==> src/rtl/threshold_run_interval_detector_assert.svh <==
// Assertion macros used by the top-level detector RTL.
`ifndef THRESHOLD_RUN_INTERVAL_DETECTOR_ASSERT_SVH
`define THRESHOLD_RUN_INTERVAL_DETECTOR_ASSERT_SVH

// Same-cycle implication, clocked on aclk, off during reset.
`define TRID_ASSERT_IMP(label, ante, cons) \
    label: assert property (@(posedge aclk) disable iff (!aresetn) (ante) |-> (cons)) \
        else $error("trid: implication check failed");

// Next-cycle implication, clocked on aclk, off during reset.
`define TRID_ASSERT_NXT(label, ante, cons) \
    label: assert property (@(posedge aclk) disable iff (!aresetn) (ante) |=> (cons)) \
        else $error("trid: next-cycle check failed");

`endif

==> src/rtl/trid_pkg.sv <==
// ----------------------------------------------------------------------------
// trid_pkg
// Types, constants and register map of the threshold run interval detector.
// ----------------------------------------------------------------------------
`timescale 1ns / 1ps

package trid_pkg;

    localparam int CHANNELS = 64;
    localparam int CH_W     = (CHANNELS > 1) ? $clog2(CHANNELS) : 1;

    localparam int APB_AW = 3;
    localparam int APB_DW = 32;

    localparam logic [30:0] MIN_ERROR_RST  = 31'd655;
    localparam logic [31:0] MIN_LENGTH_RST = 32'd5;

    typedef enum logic [0:0] {
        REG_MIN_ERROR  = 1'b0,
        REG_MIN_LENGTH = 1'b1
    } reg_idx_t;

    typedef logic [CH_W-1:0] ch_idx_t;

    typedef struct packed {
        logic [5:0]         channel;
        logic signed [31:0] error_value;
        logic [31:0]        position;
        logic               stream_last;
    } in_item_t;

    typedef struct packed {
        logic [5:0]  run_channel;
        logic [31:0] run_start;
        logic [31:0] run_end;
    } out_item_t;

    typedef struct packed {
        logic [30:0] min_error;
        logic [31:0] min_length;
    } cfg_t;

    typedef struct packed {
        logic        start_we;
        logic        end_we;
        logic        active_we;
        logic        active_val;
        ch_idx_t     ch;
        logic [31:0] pos;
    } store_wr_t;

    typedef struct packed {
        logic        active;
        logic [31:0] start_pos;
        logic [31:0] end_pos;
    } store_rd_t;

endpackage

==> src/rtl/trid_apb_regs.sv <==
// ----------------------------------------------------------------------------
// trid_apb_regs
// APB register file holding the error threshold and the minimum run length.
// ----------------------------------------------------------------------------
`timescale 1ns / 1ps

module trid_apb_regs (
    input  logic                          aclk,
    input  logic                          aresetn,
    input  logic                          psel,
    input  logic                          penable,
    input  logic                          pwrite,
    input  logic [trid_pkg::APB_AW-1:0]   paddr,
    input  logic [trid_pkg::APB_DW-1:0]   pwdata,
    output logic [trid_pkg::APB_DW-1:0]   prdata,
    output logic                          pready,
    output trid_pkg::cfg_t                cfg
);
    import trid_pkg::*;

    cfg_t     cfg_reg;
    cfg_t     cfg_next;
    reg_idx_t idx;
    logic     wr_en;

    assign pready = 1'b1;
    assign idx    = reg_idx_t'(paddr[2]);
    assign wr_en  = psel && penable && pwrite && pready;

    always_comb begin
        cfg_next = cfg_reg;
        if (wr_en) begin
            unique case (idx)
                REG_MIN_ERROR:  cfg_next.min_error  = pwdata[30:0];
                REG_MIN_LENGTH: cfg_next.min_length = pwdata;
                default: ;
            endcase
        end
    end

    always_ff @(posedge aclk) begin
        if (!aresetn) begin
            cfg_reg.min_error  <= MIN_ERROR_RST;
            cfg_reg.min_length <= MIN_LENGTH_RST;
        end else begin
            cfg_reg <= cfg_next;
        end
    end

    always_comb begin
        unique case (idx)
            REG_MIN_ERROR:  prdata = {1'b0, cfg_reg.min_error};
            REG_MIN_LENGTH: prdata = cfg_reg.min_length;
            default:        prdata = '0;
        endcase
    end

    assign cfg = cfg_reg;

endmodule

==> src/rtl/trid_run_store.sv <==
// ----------------------------------------------------------------------------
// trid_run_store
// Per-channel run state: active flags, start and end position memories.
// ----------------------------------------------------------------------------
`timescale 1ns / 1ps

module trid_run_store (
    input  logic                 aclk,
    input  logic                 aresetn,
    input  logic                 rd_en,
    input  trid_pkg::ch_idx_t    rd_ch,
    input  trid_pkg::ch_idx_t    look_ch,
    input  trid_pkg::store_wr_t  wr,
    output trid_pkg::store_rd_t  rd
);
    import trid_pkg::*;

    logic [31:0]         start_mem [CHANNELS];
    logic [31:0]         end_mem   [CHANNELS];
    logic [31:0]         start_rd_reg;
    logic [31:0]         end_rd_reg;
    logic [CHANNELS-1:0] active_reg;

    always_ff @(posedge aclk) begin
        if (wr.start_we) begin
            start_mem[wr.ch] <= wr.pos;
        end
        if (wr.end_we) begin
            end_mem[wr.ch] <= wr.pos;
        end
    end

    // forward a write landing on the channel being read
    always_ff @(posedge aclk) begin
        if (rd_en) begin
            if (wr.start_we && wr.ch == rd_ch) begin
                start_rd_reg <= wr.pos;
            end else begin
                start_rd_reg <= start_mem[rd_ch];
            end
            if (wr.end_we && wr.ch == rd_ch) begin
                end_rd_reg <= wr.pos;
            end else begin
                end_rd_reg <= end_mem[rd_ch];
            end
        end
    end

    always_ff @(posedge aclk) begin
        if (!aresetn) begin
            active_reg <= '0;
        end else if (wr.active_we) begin
            active_reg[wr.ch] <= wr.active_val;
        end
    end

    assign rd.active    = active_reg[look_ch];
    assign rd.start_pos = start_rd_reg;
    assign rd.end_pos   = end_rd_reg;

endmodule

==> src/rtl/trid_run_eval.sv <==
// ----------------------------------------------------------------------------
// trid_run_eval
// Threshold compare, run open/extend/close decision and report qualification.
// ----------------------------------------------------------------------------
`timescale 1ns / 1ps

module trid_run_eval (
    input  logic                 go,
    input  trid_pkg::in_item_t   item,
    input  trid_pkg::store_rd_t  rd,
    input  trid_pkg::cfg_t       cfg,
    output trid_pkg::ch_idx_t    idx,
    output trid_pkg::store_wr_t  wr,
    output logic                 res_valid,
    output trid_pkg::out_item_t  res
);
    import trid_pkg::*;

    logic        in_range;
    logic [31:0] err_raw;
    logic [31:0] mag;
    logic        high;
    logic        close;
    logic [31:0] end_pos;
    logic [31:0] span;
    logic        long_enough;
    logic        en;

    assign idx      = item.channel[CH_W-1:0];
    assign in_range = 32'(item.channel) < 32'(CHANNELS);
    assign en       = go && in_range;

    assign err_raw = item.error_value;
    assign mag     = err_raw[31] ? (32'd0 - err_raw) : err_raw;
    assign high    = mag >= {1'b0, cfg.min_error};

    assign close   = !high || item.stream_last;
    assign end_pos = high ? item.position : rd.end_pos;
    assign span    = end_pos - rd.start_pos;
    assign long_enough = (end_pos >= rd.start_pos) && (span >= cfg.min_length);

    always_comb begin
        wr.ch         = idx;
        wr.pos        = item.position;
        wr.start_we   = en && !rd.active && high;
        wr.end_we     = en && high;
        wr.active_we  = en && (rd.active ? close : high);
        wr.active_val = !rd.active;
    end

    assign res_valid       = en && rd.active && close && long_enough;
    assign res.run_channel = item.channel;
    assign res.run_start   = rd.start_pos;
    assign res.run_end     = end_pos;

endmodule

==> src/rtl/threshold_run_interval_detector.sv <==
// ----------------------------------------------------------------------------
// threshold_run_interval_detector
// Per-channel error run detector with minimum-length reporting.
// ----------------------------------------------------------------------------
// Samples enter on the s_ channel (valid/ready, payload struct in_item_t):
// channel, signed Q16.16 error, position and end-of-stream flag. Completed
// runs leave on the m_ channel as channel, start and end (out_item_t).
// Threshold and minimum length sit in APB registers at 0x0 and 0x4.
// Throughput: one sample per cycle unless m_ready stalls a full output register;
// the per-channel start/end memories are read-modify-written, with write-to-read
// forwarding for back-to-back samples of the same channel.
// A result from the transaction that closed the run reaches m_valid via the
// memory read and sample capture on accept, then evaluate into the output
// register.
// Samples that close no qualifying run produce no result.
// Reset clears all active flags and restores the register defaults; the
// position memories need no clearing and the block is ready right away.
// When m_valid is high and m_ready is low the output register holds; the sample
// stage keeps accepting until it also fills, then s_ready drops.
// ----------------------------------------------------------------------------
`timescale 1ns / 1ps

`include "threshold_run_interval_detector_assert.svh"

module threshold_run_interval_detector (
    input  logic                          aclk,
    input  logic                          aresetn,
    input  logic                          s_valid,
    output logic                          s_ready,
    input  trid_pkg::in_item_t            s_payload,
    output logic                          m_valid,
    input  logic                          m_ready,
    output trid_pkg::out_item_t           m_payload,
    input  logic                          psel,
    input  logic                          penable,
    input  logic                          pwrite,
    input  logic [trid_pkg::APB_AW-1:0]   paddr,
    input  logic [trid_pkg::APB_DW-1:0]   pwdata,
    output logic [trid_pkg::APB_DW-1:0]   prdata,
    output logic                          pready
);
    import trid_pkg::*;

    cfg_t      cfg;
    logic      accept;
    logic      advance;
    logic      st_fire;
    logic      st_valid_reg;
    logic      st_valid_next;
    in_item_t  st_item_reg;
    logic      m_valid_reg;
    logic      m_valid_next;
    out_item_t m_payload_reg;
    ch_idx_t   st_idx;
    store_wr_t wr;
    store_rd_t rd;
    logic      res_valid;
    out_item_t res;

    trid_apb_regs u_regs (
        .aclk    (aclk),
        .aresetn (aresetn),
        .psel    (psel),
        .penable (penable),
        .pwrite  (pwrite),
        .paddr   (paddr),
        .pwdata  (pwdata),
        .prdata  (prdata),
        .pready  (pready),
        .cfg     (cfg)
    );

    assign advance = !m_valid_reg || m_ready;
    assign s_ready = !st_valid_reg || advance;
    assign accept  = s_valid && s_ready;
    assign st_fire = st_valid_reg && advance;

    trid_run_store u_store (
        .aclk    (aclk),
        .aresetn (aresetn),
        .rd_en   (accept),
        .rd_ch   (s_payload.channel[CH_W-1:0]),
        .look_ch (st_idx),
        .wr      (wr),
        .rd      (rd)
    );

    trid_run_eval u_eval (
        .go        (st_fire),
        .item      (st_item_reg),
        .rd        (rd),
        .cfg       (cfg),
        .idx       (st_idx),
        .wr        (wr),
        .res_valid (res_valid),
        .res       (res)
    );

    always_comb begin
        st_valid_next = st_valid_reg;
        if (accept) begin
            st_valid_next = 1'b1;
        end else if (st_fire) begin
            st_valid_next = 1'b0;
        end
        m_valid_next = advance ? res_valid : m_valid_reg;
    end

    always_ff @(posedge aclk) begin
        if (!aresetn) begin
            st_valid_reg <= 1'b0;
            m_valid_reg  <= 1'b0;
        end else begin
            st_valid_reg <= st_valid_next;
            m_valid_reg  <= m_valid_next;
        end
    end

    always_ff @(posedge aclk) begin
        if (accept) begin
            st_item_reg <= s_payload;
        end
        if (advance && res_valid) begin
            m_payload_reg <= res;
        end
    end

    assign m_valid   = m_valid_reg;
    assign m_payload = m_payload_reg;

    `TRID_ASSERT_IMP(a_run_ordered, m_valid, m_payload.run_end >= m_payload.run_start)
    `TRID_ASSERT_IMP(a_backpressure, st_valid_reg && m_valid && !m_ready, !s_ready)
    `TRID_ASSERT_NXT(a_result_from_stage, !m_valid && !st_valid_reg, !m_valid)
    `TRID_ASSERT_IMP(a_no_stage_write, !st_fire, !wr.start_we && !wr.end_we && !wr.active_we)

endmodule
==> config.mk <==
export PLATFORM = sky130hd
export DESIGN_NAME = threshold_run_interval_detector
export DESIGN_NICKNAME = d
export VERILOG_FILES = /design/src/rtl/trid_pkg.sv /design/src/rtl/trid_apb_regs.sv /design/src/rtl/trid_run_store.sv /design/src/rtl/trid_run_eval.sv /design/src/rtl/threshold_run_interval_detector.sv
export VERILOG_INCLUDE_DIRS = /design/src /design/src/rtl
export SDC_FILE = /design/constraint.sdc
export NUM_CORES = 2
export LEC_CHECK = 0
export BUFFER_PORTS_ARGS = -buffer_cell sky130_fd_sc_hd__buf_4
export CORE_AREA = 2 2 762 764
export DETAILED_ROUTE_END_ITERATION = 8
export DIE_AREA = 0 0 764 766
export GPL_TIMING_DRIVEN = 0
export PLACE_DENSITY = 0.42
export REMOVE_ABC_BUFFERS = 1
export SYNTH_ARGS = -nofsm -noshare
export SYNTH_HDL_FRONTEND = slang
export SYNTH_SLANG_ARGS = --single-unit
==> constraint.sdc <==
create_clock -name aclk -period 22.8 [get_ports aclk]
set_clock_uncertainty 0.2 [all_clocks]
set_input_delay 4.56 -clock aclk [delete_from_list [all_inputs] [get_ports aclk]]
set_output_delay 4.56 -clock aclk [all_outputs]
set_load 0.03 [all_outputs]
==> results.json <==
{
  "cts_sinks": 4430,
  "grt_start_max_net_pins": 127,
  "start_util_pct": 29.9,
  "worst_slew_pin_slew_ns": 1.43,
  "gp_congestion": 0.772,
  "first_iter_violations": 8918,
  "cts_tree": "built",
  "ys.flop_type": "edfxtp_1",
  "status": "completed",
  "post-synth-top-count-cell": "edfxtp_1",
  "endpoint_kind": "register",
  "dr_wl_met2_um": 264000,
  "vdd_drop_max_v": 0.0000751,
  "setup_violations": 0,
  "wl_met1_um": 245000,
  "port_buffers": 214,
  "postCtsSetupBuffers": 0,
  "synthTopCellsByArea": "edfxtp_1, mux4_2, dfxtp_1",
  "route.met3.wl_um": 29200,
  "synth.avg_cell_area_um2": 22.9,
  "ys_warn_count": 0,
  "critical_path_class": "register to register",
  "synth-seq-cells": 4430,
  "grt.overflow.total": 0,
  "drtAntennaViolNets": 0,
  "wl_um": 549000,
  "startpoint_type": "register",
  "routedWlPerCell_um": 33.4,
  "clk_latency_ns": 1.04,
  "seq_area_frac_synth_pct": 76.4,
  "dieArea_um2": 585000,
  "hp-class": "register to register",
  "ys_async_sr_fraction_pct": 0,
  "synth_top_area_share_pct": 74.9,
  "max_cap_violations": 0,
  "die_x_um": 764,
  "relSlewSlack_pct": 4.96,
  "regArea_um2": 132000,
  "cts_buffer_depth": 4,
  "area_growth_pct": 20.8,
  "io_pins": 218,
  "fillers": 52500,
  "worstPathRequired_ns": 23.31,
  "first_pass_iters": 8,
  "core_um2": 576000,
  "design_area_um2": 208000,
  "fmax_mhz": 83.8,
  "yosys-top-cells-count": "edfxtp_1, mux4_2, clkbuf_1, nand2_1, nor2_1",
  "grt_usage_pct": 18.3,
  "post-dp-hpwl_um": 363000,
  "finalHoldViolations": 0,
  "arrival_ns": 12.44,
  "synth_edf_count": 4301,
  "drive_above_1_share_pct": 33.5,
  "path_clk_slew_ns": 0.06,
  "root_buffer": "clkbuf_16",
  "finalPower_mw": 18.1,
  "finalCritPeriodShare_pct": 52.3,
  "cp_max_fo": 11,
  "cts.repair.resized": 0,
  "cp_slowest_stage_delay_ns": 0.77,
  "drcViolationCount": 0,
  "h-tree-depth": 5,
  "p_leak_nw": 64.6,
  "final_nets": 8477,
  "ys_types": 71,
  "std_cell_rows": 279,
  "first_global_vias": 85900,
  "antenna_found_initial": 67,
  "multi_input_area_um2": 39500,
  "slowest_stage": "mux2i_1",
  "grt_pass1_wl_um": 742000,
  "route.vias.total": 83700,
  "period_needed_ns": 11.93,
  "vias_per_cell": 5.09,
  "fp.dieH_um": 766,
  "p_per_area_nw_per_um2": 86.8,
  "cp_common_cell": "buf_4",
  "cts_buffers": 474,
  "rsz0062_at_grt": "no",
  "syn_inst": 7531,
  "placed_cell_area_um2": 193000,
  "syn-cell-area_um2": 172000,
  "final_core_util_pct": 36.1,
  "hold_buffers": 0,
  "drv_slew": 0,
  "dr.max_layer_used": "met5",
  "yosys.area.top_type": "edfxtp_1"
}
==> layout by cell type (no fill, tap or decap), drive strengths merged, types with 7 or more instances in the layout <==
cell and n:
and3 8, nor4 28, o21bai 7, mux4 1354
xor2 7, o311ai 19, mux2 97, o21ai 64
dfxtp 129, or3 9, nor2 147, o41ai 25
diode 44, clkinvlp 13, nand2 229, o211ai 10
a21o 22, clkbuf 600, mux2i 32, o211a 9
nor3 27, buf 678, edfxtp 4301, xnor2 54
ha 96, a211oi 7, o31ai 23, nand3 38
a21oi 120, a221oi 7, clkinv 224, o21a 9
bufinv 33, or4 13, nand2b 24, nand4 8
inv 132
==> critical path, delay by kind of cell (launching register included) <==
family                     cells  cell delay, ns
buffers and inverters          8            1.53
and+or+nand+nor               10            2.99
adders and majority gates      4            1.48
AOI/OAI and AO/OA             12            3.65
xor gates and xnor gates       2            0.43
DFF                            1            0.44
muxes                          1            0.77
==> cell families after synthesis <==
logic type	Yosys count	share of synthesized area [%]
xor+xnor	61	0.310
mux	1483	18.5
simple gates	565	1.51
buf+inv	542	1.22
flops	4430	76.4
compound gates	352	1.34
fa+ha+maj	97	0.708
other cells	1	0.00217
==> worst paths after layout <==
check                                       startpoint                endpoint  slack [ns]  cells after the start
worst max register to register         st_item_reg[42]           m_payload[24]       10.87                     37
worst min-delay path            u_store.active_reg[11]  u_store.active_reg[11]        0.26                      2
worst max-delay path                   st_item_reg[42]           m_payload[24]       10.87                     37
worst min register to register  u_store.active_reg[11]  u_store.active_reg[11]        0.26                      2
==> final cells by class <==
cell class                      count  share of cell area, %
Antenna cell                       44                 0.0528
Clock buffer                      600                   6.06
Clock inverter                    278                   1.08
Inverter                          124                  0.226
Multi-Input combinational cell   2559                   19.0
Sequential cell                  4430                   63.2
Tap cell                         7727                   4.64
Timing Repair Buffer              678                   5.74
==> through the flow <==
step	instances	setup WS [ns]	hold slack (ns)	setup TNS, ns
detailed placement	15500	10.78	0.248	0
global route	16400	10.46	0.261	0
floorplan	7113	7.00	0.226	0
finish	16400	10.87	0.256	0
global placement	15100	-5.26	0.239	-625.15
CTS	16400	10.68	0.257	0
==> metal layers <==
metal	vias up	track usage [%]
met3	536	2.25
met2	2620	29.9
met4	4	3.48
li1	33700	-
met5	-	0
met1	46800	26.5
==> power by group <==
part	internal [mW]	switching [mW]	total [mW]
clock network	4.26	3.22	7.47
logic	0.593	0.937	1.53
registers	9.03	0.0579	9.09
Power figures use the tool's default switching activity.
